[config.mk]
export PLATFORM = sky130hd
export DESIGN_NAME = dns_response_address_extractor
export DESIGN_NICKNAME = d
export VERILOG_FILES = /design/src/hw/rtl/dnsx_pkg.sv /design/src/hw/rtl/dnsx_parser.sv /design/src/hw/rtl/dns_response_address_extractor.sv
export SDC_FILE = /design/constraint.sdc
export NUM_CORES = 1
export LEC_CHECK = 0
export BUFFER_PORTS_ARGS = -buffer_cell sky130_fd_sc_hd__buf_2
export CAP_MARGIN = 10
export CORE_AREA = 2 2 239 241
export DETAILED_ROUTE_END_ITERATION = 7
export DIE_AREA = 0 0 241 243
export GPL_TIMING_DRIVEN = 0
export PLACE_DENSITY = 0.47
export SLEW_MARGIN = 30
export SYNTH_ARGS = -nofsm -noshare
export SYNTH_HDL_FRONTEND = slang
export SYNTH_SLANG_ARGS = --single-unit
[constraint.sdc]
create_clock -name clk -period 11.2 [get_ports clk]
set_input_delay 1.68 -clock clk [delete_from_list [all_inputs] [get_ports clk]]
set_output_delay 1.68 -clock clk [all_outputs]
set_load 0.02 [all_outputs]
[src/hw/rtl/dnsx_pkg.sv]
// package: item types, parse phases and protocol constants for the dns reply extractor
package dnsx_pkg;

  // one input item: a payload byte and the end-of-packet mark
  typedef struct packed {
    logic [7:0] data_byte;
    logic       last_byte;
  } in_t;

  // one result item
  typedef struct packed {
    logic [1:0]  result_kind;
    logic [63:0] address_high;
    logic [63:0] address_low;
  } out_t;

  // parse phases
  typedef enum logic [3:0] {
    PH_HEADER     = 4'd0,
    PH_QNAME      = 4'd1,
    PH_QTAIL      = 4'd2,
    PH_NAME_FIRST = 4'd3,
    PH_NAME_PTR   = 4'd4,
    PH_NAME_RUN   = 4'd5,
    PH_FIXED      = 4'd6,
    PH_DATA       = 4'd7,
    PH_IGNORE     = 4'd8
  } phase_t;

  // result kinds
  localparam logic [1:0] KIND_NONE = 2'd0;
  localparam logic [1:0] KIND_A    = 2'd1;
  localparam logic [1:0] KIND_AAAA = 2'd2;

  // header byte positions that close a field
  localparam logic [3:0] POS_ID    = 4'd1;
  localparam logic [3:0] POS_FLAGS = 4'd3;
  localparam logic [3:0] POS_QDCNT = 4'd5;
  localparam logic [3:0] POS_ANCNT = 4'd7;
  localparam logic [3:0] POS_HDEND = 4'd11;

  // record fixed-part byte positions
  localparam logic [3:0] POS_TYPE  = 4'd1;
  localparam logic [3:0] POS_RDLEN = 4'd9;

  // field values
  localparam logic [15:0] FLAG_RESPONSE = 16'h8000;
  localparam logic [15:0] RCODE_MASK    = 16'h000F;
  localparam logic [7:0]  PTR_MASK      = 8'hC0;
  localparam logic [15:0] TYPE_A        = 16'd1;
  localparam logic [15:0] TYPE_AAAA     = 16'd28;
  localparam logic [15:0] SIZE_A        = 16'd4;
  localparam logic [15:0] SIZE_AAAA     = 16'd16;
  localparam logic [15:0] QTAIL_LEN     = 16'd4;

endpackage

[src/hw/rtl/dnsx_parser.sv]
// byte-wide dns reply parser: walks header, questions and answers, one byte per step
module dnsx_parser (
  input  logic           clk,
  input  logic           rst_n,
  input  logic           step,
  input  dnsx_pkg::in_t  item,
  input  logic [15:0]    expected_id,
  output dnsx_pkg::out_t res
);

  dnsx_pkg::phase_t phase_r, phase_nxt;
  logic [3:0]   pos_r, pos_nxt;
  logic         good_r, good_nxt;
  logic [15:0]  fs_r, fs_nxt;
  logic [15:0]  q_r, q_nxt;
  logic [15:0]  ans_r, ans_nxt;
  logic [15:0]  bl_r, bl_nxt;
  logic         kind_a_r, kind_a_nxt;
  logic         kind_aaaa_r, kind_aaaa_nxt;
  logic         rec_a_r, rec_a_nxt;
  logic         rec_aaaa_r, rec_aaaa_nxt;
  logic         v4seen_r, v4seen_nxt;
  logic         v6seen_r, v6seen_nxt;
  logic [31:0]  v4_r, v4_nxt;
  logic [127:0] v6_r, v6_nxt;

  // next state for one byte, result taken before the end-of-packet clear
  always_comb begin
    logic       done;
    logic       done_a;
    logic       done_aaaa;
    logic [7:0] b;
    done          = 1'b0;
    done_a        = 1'b0;
    done_aaaa     = 1'b0;
    b             = item.data_byte;
    phase_nxt     = phase_r;
    pos_nxt       = pos_r;
    good_nxt      = good_r;
    fs_nxt        = fs_r;
    q_nxt         = q_r;
    ans_nxt       = ans_r;
    bl_nxt        = bl_r;
    kind_a_nxt    = kind_a_r;
    kind_aaaa_nxt = kind_aaaa_r;
    rec_a_nxt     = rec_a_r;
    rec_aaaa_nxt  = rec_aaaa_r;
    v4seen_nxt    = v4seen_r;
    v6seen_nxt    = v6seen_r;
    v4_nxt        = v4_r;
    v6_nxt        = v6_r;
    res.result_kind  = dnsx_pkg::KIND_NONE;
    res.address_high = 64'd0;
    res.address_low  = 64'd0;

    if (step) begin
      case (phase_r)
        dnsx_pkg::PH_HEADER: begin
          fs_nxt = {fs_r[7:0], b};
          if (pos_r == dnsx_pkg::POS_ID && fs_nxt != expected_id) good_nxt = 1'b0;
          if (pos_r == dnsx_pkg::POS_FLAGS &&
              ((fs_nxt & dnsx_pkg::FLAG_RESPONSE) == 16'd0 ||
               (fs_nxt & dnsx_pkg::RCODE_MASK) != 16'd0)) good_nxt = 1'b0;
          if (pos_r == dnsx_pkg::POS_QDCNT) q_nxt = fs_nxt;
          if (pos_r == dnsx_pkg::POS_ANCNT) begin
            ans_nxt = fs_nxt;
            if (fs_nxt == 16'd0) good_nxt = 1'b0;
          end
          if (pos_r == dnsx_pkg::POS_HDEND) begin
            if (!good_nxt) phase_nxt = dnsx_pkg::PH_IGNORE;
            else if (q_r == 16'd0) phase_nxt = dnsx_pkg::PH_NAME_FIRST;
            else phase_nxt = dnsx_pkg::PH_QNAME;
          end
          pos_nxt = pos_r + 4'd1;
        end
        dnsx_pkg::PH_QNAME: begin
          if (b == 8'd0) begin
            bl_nxt    = dnsx_pkg::QTAIL_LEN;
            phase_nxt = dnsx_pkg::PH_QTAIL;
          end
        end
        dnsx_pkg::PH_QTAIL: begin
          bl_nxt = bl_r - 16'd1;
          if (bl_nxt == 16'd0) begin
            q_nxt     = q_r - 16'd1;
            phase_nxt = (q_nxt == 16'd0) ? dnsx_pkg::PH_NAME_FIRST : dnsx_pkg::PH_QNAME;
          end
        end
        dnsx_pkg::PH_NAME_FIRST: begin
          pos_nxt = 4'd0;
          if ((b & dnsx_pkg::PTR_MASK) == dnsx_pkg::PTR_MASK) phase_nxt = dnsx_pkg::PH_NAME_PTR;
          else if (b == 8'd0) phase_nxt = dnsx_pkg::PH_FIXED;
          else phase_nxt = dnsx_pkg::PH_NAME_RUN;
        end
        dnsx_pkg::PH_NAME_PTR: begin
          phase_nxt = dnsx_pkg::PH_FIXED;
        end
        dnsx_pkg::PH_NAME_RUN: begin
          if (b == 8'd0) phase_nxt = dnsx_pkg::PH_FIXED;
        end
        dnsx_pkg::PH_FIXED: begin
          fs_nxt = {fs_r[7:0], b};
          if (pos_r == dnsx_pkg::POS_TYPE) begin
            kind_a_nxt    = (fs_nxt == dnsx_pkg::TYPE_A);
            kind_aaaa_nxt = (fs_nxt == dnsx_pkg::TYPE_AAAA);
          end
          if (pos_r == dnsx_pkg::POS_RDLEN) begin
            bl_nxt       = fs_nxt;
            rec_a_nxt    = kind_a_r && fs_nxt == dnsx_pkg::SIZE_A;
            rec_aaaa_nxt = kind_aaaa_r && fs_nxt == dnsx_pkg::SIZE_AAAA;
            // an empty record closes at once and is never an address
            if (fs_nxt == 16'd0) done = 1'b1;
            else phase_nxt = dnsx_pkg::PH_DATA;
          end
          pos_nxt = pos_r + 4'd1;
        end
        dnsx_pkg::PH_DATA: begin
          if (rec_a_r) v4_nxt = {v4_r[23:0], b};
          if (rec_aaaa_r && !v6seen_r) v6_nxt = {v6_r[119:0], b};
          bl_nxt = bl_r - 16'd1;
          if (bl_nxt == 16'd0) begin
            done      = 1'b1;
            done_a    = rec_a_r;
            done_aaaa = rec_aaaa_r;
          end
        end
        default: begin
        end
      endcase

      // record complete
      if (done) begin
        if (done_a) begin
          v4seen_nxt = 1'b1;
          phase_nxt  = dnsx_pkg::PH_IGNORE;
        end else begin
          if (done_aaaa) v6seen_nxt = 1'b1;
          ans_nxt   = ans_r - 16'd1;
          phase_nxt = (ans_nxt == 16'd0) ? dnsx_pkg::PH_IGNORE : dnsx_pkg::PH_NAME_FIRST;
        end
      end

      // result of the packet, then clear for the next one
      if (item.last_byte) begin
        if (v4seen_nxt) begin
          res.result_kind = dnsx_pkg::KIND_A;
          res.address_low = {32'd0, v4_nxt};
        end else if (v6seen_nxt) begin
          res.result_kind  = dnsx_pkg::KIND_AAAA;
          res.address_high = v6_nxt[127:64];
          res.address_low  = v6_nxt[63:0];
        end
        phase_nxt     = dnsx_pkg::PH_HEADER;
        pos_nxt       = 4'd0;
        good_nxt      = 1'b1;
        fs_nxt        = 16'd0;
        q_nxt         = 16'd0;
        ans_nxt       = 16'd0;
        bl_nxt        = 16'd0;
        kind_a_nxt    = 1'b0;
        kind_aaaa_nxt = 1'b0;
        rec_a_nxt     = 1'b0;
        rec_aaaa_nxt  = 1'b0;
        v4seen_nxt    = 1'b0;
        v6seen_nxt    = 1'b0;
      end
    end
  end

  // control state
  always_ff @(posedge clk) begin
    if (!rst_n) begin
      phase_r     <= dnsx_pkg::PH_HEADER;
      pos_r       <= 4'd0;
      good_r      <= 1'b1;
      fs_r        <= 16'd0;
      q_r         <= 16'd0;
      ans_r       <= 16'd0;
      bl_r        <= 16'd0;
      kind_a_r    <= 1'b0;
      kind_aaaa_r <= 1'b0;
      rec_a_r     <= 1'b0;
      rec_aaaa_r  <= 1'b0;
      v4seen_r    <= 1'b0;
      v6seen_r    <= 1'b0;
    end else begin
      phase_r     <= phase_nxt;
      pos_r       <= pos_nxt;
      good_r      <= good_nxt;
      fs_r        <= fs_nxt;
      q_r         <= q_nxt;
      ans_r       <= ans_nxt;
      bl_r        <= bl_nxt;
      kind_a_r    <= kind_a_nxt;
      kind_aaaa_r <= kind_aaaa_nxt;
      rec_a_r     <= rec_a_nxt;
      rec_aaaa_r  <= rec_aaaa_nxt;
      v4seen_r    <= v4seen_nxt;
      v6seen_r    <= v6seen_nxt;
    end
  end

  // address shifters, fully refilled before they are reported
  always_ff @(posedge clk) begin
    v4_r <= v4_nxt;
    v6_r <= v6_nxt;
  end

endmodule

[src/hw/rtl/dns_response_address_extractor.sv]
// top level: dns reply address extractor with config register and result register
//
//  channel | ports                          | moves
//  --------+--------------------------------+-------------------------------------
//  input   | in_valid, in_ready, in_data    | one packet byte with end mark per item
//  result  | out_valid, out_ready, out_data | one kind and address per packet
//  config  | cfg_wr_en, cfg_wr_data         | expected transaction id, no wait
//
// One byte item is taken per clock while in_ready is high; the parser state
// updates in the same cycle. The result item is registered when the last byte
// of a packet is taken. A waiting result blocks only the last byte of the next
// packet; other bytes keep flowing into the parser.
// Synchronous active-low reset returns the parser to the header phase and the id to 0.
module dns_response_address_extractor (
  input  logic           clk,
  input  logic           rst_n,
  input  logic           in_valid,
  output logic           in_ready,
  input  dnsx_pkg::in_t  in_data,
  output logic           out_valid,
  input  logic           out_ready,
  output dnsx_pkg::out_t out_data,
  input  logic           cfg_wr_en,
  input  logic [15:0]    cfg_wr_data
);

  logic [15:0]    expected_id_r;
  logic           in_fire;
  logic           out_valid_r, out_valid_nxt;
  dnsx_pkg::out_t out_data_r;
  dnsx_pkg::out_t res;

  // a packet end needs a free result slot
  assign in_ready = !out_valid_r || out_ready || !in_data.last_byte;
  assign in_fire  = in_valid && in_ready;

  // id register
  always_ff @(posedge clk) begin
    if (!rst_n) begin
      expected_id_r <= 16'd0;
    end else if (cfg_wr_en) begin
      expected_id_r <= cfg_wr_data;
    end
  end

  dnsx_parser u_parser (
    .clk         (clk),
    .rst_n       (rst_n),
    .step        (in_fire),
    .item        (in_data),
    .expected_id (expected_id_r),
    .res         (res)
  );

  // result register
  always_comb begin
    out_valid_nxt = out_valid_r;
    if (in_fire && in_data.last_byte) out_valid_nxt = 1'b1;
    else if (out_ready) out_valid_nxt = 1'b0;
  end

  always_ff @(posedge clk) begin
    if (!rst_n) begin
      out_valid_r <= 1'b0;
    end else begin
      out_valid_r <= out_valid_nxt;
    end
  end

  always_ff @(posedge clk) begin
    if (in_fire && in_data.last_byte) out_data_r <= res;
  end

  assign out_valid = out_valid_r;
  assign out_data  = out_data_r;

  // checks
  a_none_zero: assert property (@(posedge clk) disable iff (!rst_n)
    out_valid_r && out_data_r.result_kind == dnsx_pkg::KIND_NONE |->
      out_data_r.address_high == 64'd0 && out_data_r.address_low == 64'd0)
    else $error("empty result carries an address");

  a_v4_high_zero: assert property (@(posedge clk) disable iff (!rst_n)
    out_valid_r && out_data_r.result_kind == dnsx_pkg::KIND_A |->
      out_data_r.address_high == 64'd0 && out_data_r.address_low[63:32] == 32'd0)
    else $error("ipv4 result has upper bits set");

  a_rise_after_last: assert property (@(posedge clk) disable iff (!rst_n)
    $rose(out_valid_r) |-> $past(in_fire && in_data.last_byte))
    else $error("result without a packet end");

  a_new_result: assert property (@(posedge clk) disable iff (!rst_n)
    in_fire && in_data.last_byte |=> out_valid_r)
    else $error("packet end gave no result");

endmodule

==> out/metrics.cfg <==
[outcome]
status=completed

[yosys]
synth_enable_flop_cells=290
syn_area_um2=17800
synth_top_area_share_pct=49.0
ys_seq_area_share_pct=58.9
ys_top_cells_by_area=edfxtp_1, dfxtp_1, mux2_2
synth.avg_cell_area_um2=12.1
ys.warnings.count=0
synth.most_common_cell=edfxtp_1
syn-num-nets=1512
ys_types=72
synth.top_cells.by_count=edfxtp_1, nor2b_1, mux2_2
synthArstFlopShare_pct=0
yosys_register_bits=378
synthFlopType=edfxtp_1
yosys.area.top_type=edfxtp_1
syn_inst=1473

[power]
power.density_nw_per_um2=156
peakVddDrop_uv=106
p_leak_nw=7.70

[sta]
hold_violations=0
fin_tns_setup_ps=0
period_minus_slack_ps=4430
rsz0062_at_grt=false
timing.slew.headroom_pct=31.1
setup_viol=0
worstMarginPinSlew_ps=1030
timing.final.crit_share_pct=39.5
max_freq_ghz=0.226
fin_skew_ps=20.6
whs_ps=495
report.final.slew_viol_count=0

[final_layout]
diodes=0
area_delta_synth_final_pct=18.3
utilization_pct=37.6
nNetsFinal=1717
n_fill_cell=5582
drive_above_1_share_pct=22.3

[placement]
gp_congestion=0.841
port_buffers=154
dp_hpwl_um=33000

[drt]
drt_pass1_iterations=4
ant_nets=0
viasPerCell=4.83
drc=0
detail_route.iter0.violations=602
wl_per_cell_um=19.2
via_count=11900
wl_um=47400

[cts]
cts.sinks=378
ctsLongestPathBuffers=3
cts-htree-levels=2
clk_latency_ps=590
cts_setup_buffers=0
cts_inserted_buffers=46
path_clk_slew_ps=60
cts_root_buffer=clkbuf_16
hold_buffers=0
cts_tree=yes
cts_resized=0

[grt]
grt_overflow_total=0
grt_first_pass_wirelength_um=72600
grt_max_degree=93
gr-usage-all-layers_pct=16.1
grt_pass1_vias=12000
antenna_found_initial=1

[setup_path]
critPathMostFrequentCell=nand2_1
worstPathCellList=buf_2 -> nand3b_1 -> nand2_1 -> clkinv_4 -> nand2_1 -> inv_8 -> o21ai_1 -> clkbuf_1 -> o22ai_1
path_class=primary input to register
crit_buf_inv=4
crit_fanout=48
end_kind=register
cp-start-kind=primary input
worstRegToRegCells=9
cp.arrival_ps=4720
cp_top_family=buffers and inverters
crit_cells=9
required_ps=11490
crit_path_top_delay_cell=clkbuf_1
critical_path.max_stage_delay_ps=470

[floorplan]
rows=87
coreArea_um2=56000
die_area_um2=58600
die_w_um=241
fp.dieH_um=243
start_util_pct=31.8
io_pins=162

[run]
cap_violations=0

[hold_path]
hold_path_class=register to register
min_path_cells=2

==> routing by layer <==
layer / GRT usage, % / wire [um] / vias up
li1: - / - / 5792
met1: 21.1 / 21300 / 5767
met2: 26.4 / 22500 / 274
met3: 3.07 / 2240 / 91
met4: 5.30 / 1390 / 0
met5: 0 / 0 / -
==> state kept, by name, indices dropped and copies added (netlist names) <==
| name | count |
|---|---|
| out_data | 130 |
| u_parser.v6_r | 128 |
| u_parser.v4_r | 32 |
| expected_id_r | 16 |
| u_parser.ans_r | 16 |
| u_parser.bl_r | 16 |
| u_parser.q_r | 16 |
| u_parser.fs_r | 8 |
| u_parser.phase_r | 4 |
| u_parser.pos_r | 4 |
| out_valid | 1 |
| u_parser.good_r | 1 |
| u_parser.kind_a_r | 1 |
| u_parser.kind_aaaa_r | 1 |
| u_parser.rec_a_r | 1 |
| u_parser.rec_aaaa_r | 1 |
| u_parser.v4seen_r | 1 |
| u_parser.v6seen_r | 1 |
==> through the flow <==
step	std cells	worst slack [ps]	total power, mW	area, um^2
floorplan	1473	1790	1.81	17800
global placement	2383	-3780	1.91	19500
detailed placement	2386	6120	1.91	19600
CTS	2470	6730	3.34	21000
global route	2470	6520	3.42	21000
finish	2470	6770	3.28	21000
==> power breakdown <==
| group | internal, mW | switching (mW) |
|---|---|---|
| combinational | 0.0924 | 0.167 |
| sequential | 1.58 | 0.0359 |
| clock | 0.791 | 0.620 |
| total | 2.46 | 0.823 |
==> final timing paths <==
kind / from / slack (ps) / to
setup / recovery: in_data[0] / 6770 / out_data[28]
hold / removal: u_parser.q_r[11] / 500 / u_parser.q_r[11]
setup reg to reg: u_parser.phase_r[2] / 7390 / out_data[14]
hold reg to reg: u_parser.q_r[11] / 500 / u_parser.q_r[11]
==> layout by cell type, fill, tap and decap left out, types with 21 or more instances in the layout <==
cell	count
edfxtp_1	290
buf_2	161
nor2b_1	138
mux2_2	96
nand2_1	92
mux2i_1	92
dfxtp_1	88
inv_1	84
nor2_1	61
clkbuf_1	58
a21oi_1	54
o21ai_0	53
clkbuf_16	47
nor3_1	36
xor2_1	31
o22ai_2	21
==> kinds of logic after synthesis <==
logic type                 share of synthesized area, %
buffers and inverters                              4.40
muxes                                              11.3
adders and majority gates                         0.634
AOI/OAI and AO/OA                                  9.19
xor gates and xnor gates                           2.07
and+or+nand+nor                                    13.5
DFF                                                58.9
==> worst reg2reg max path, stage by stage (launching register included) <==
cell and delay (ps):
dfxtp_1 450, nand2_1 170, inv_1 140, nand3_1 230, nor3b_1 650, buf_2 370
buf_2 370, buf_1 640, mux2i_1 350, o22ai_2 150
==> cell type report <==
type	count	area, um^2	area share (%)
Sequential cell	378	10500	49.8
Multi-Input combinational cell	919	6530	31.1
Timing Repair Buffer	157	853	4.06
Buffer	90	463	2.20
Clock inverter	27	196	0.934
Inverter	86	335	1.59
Tap cell	756	946	4.50
Clock buffer	57	1230	5.87
(Power assumes the default switching activity.)
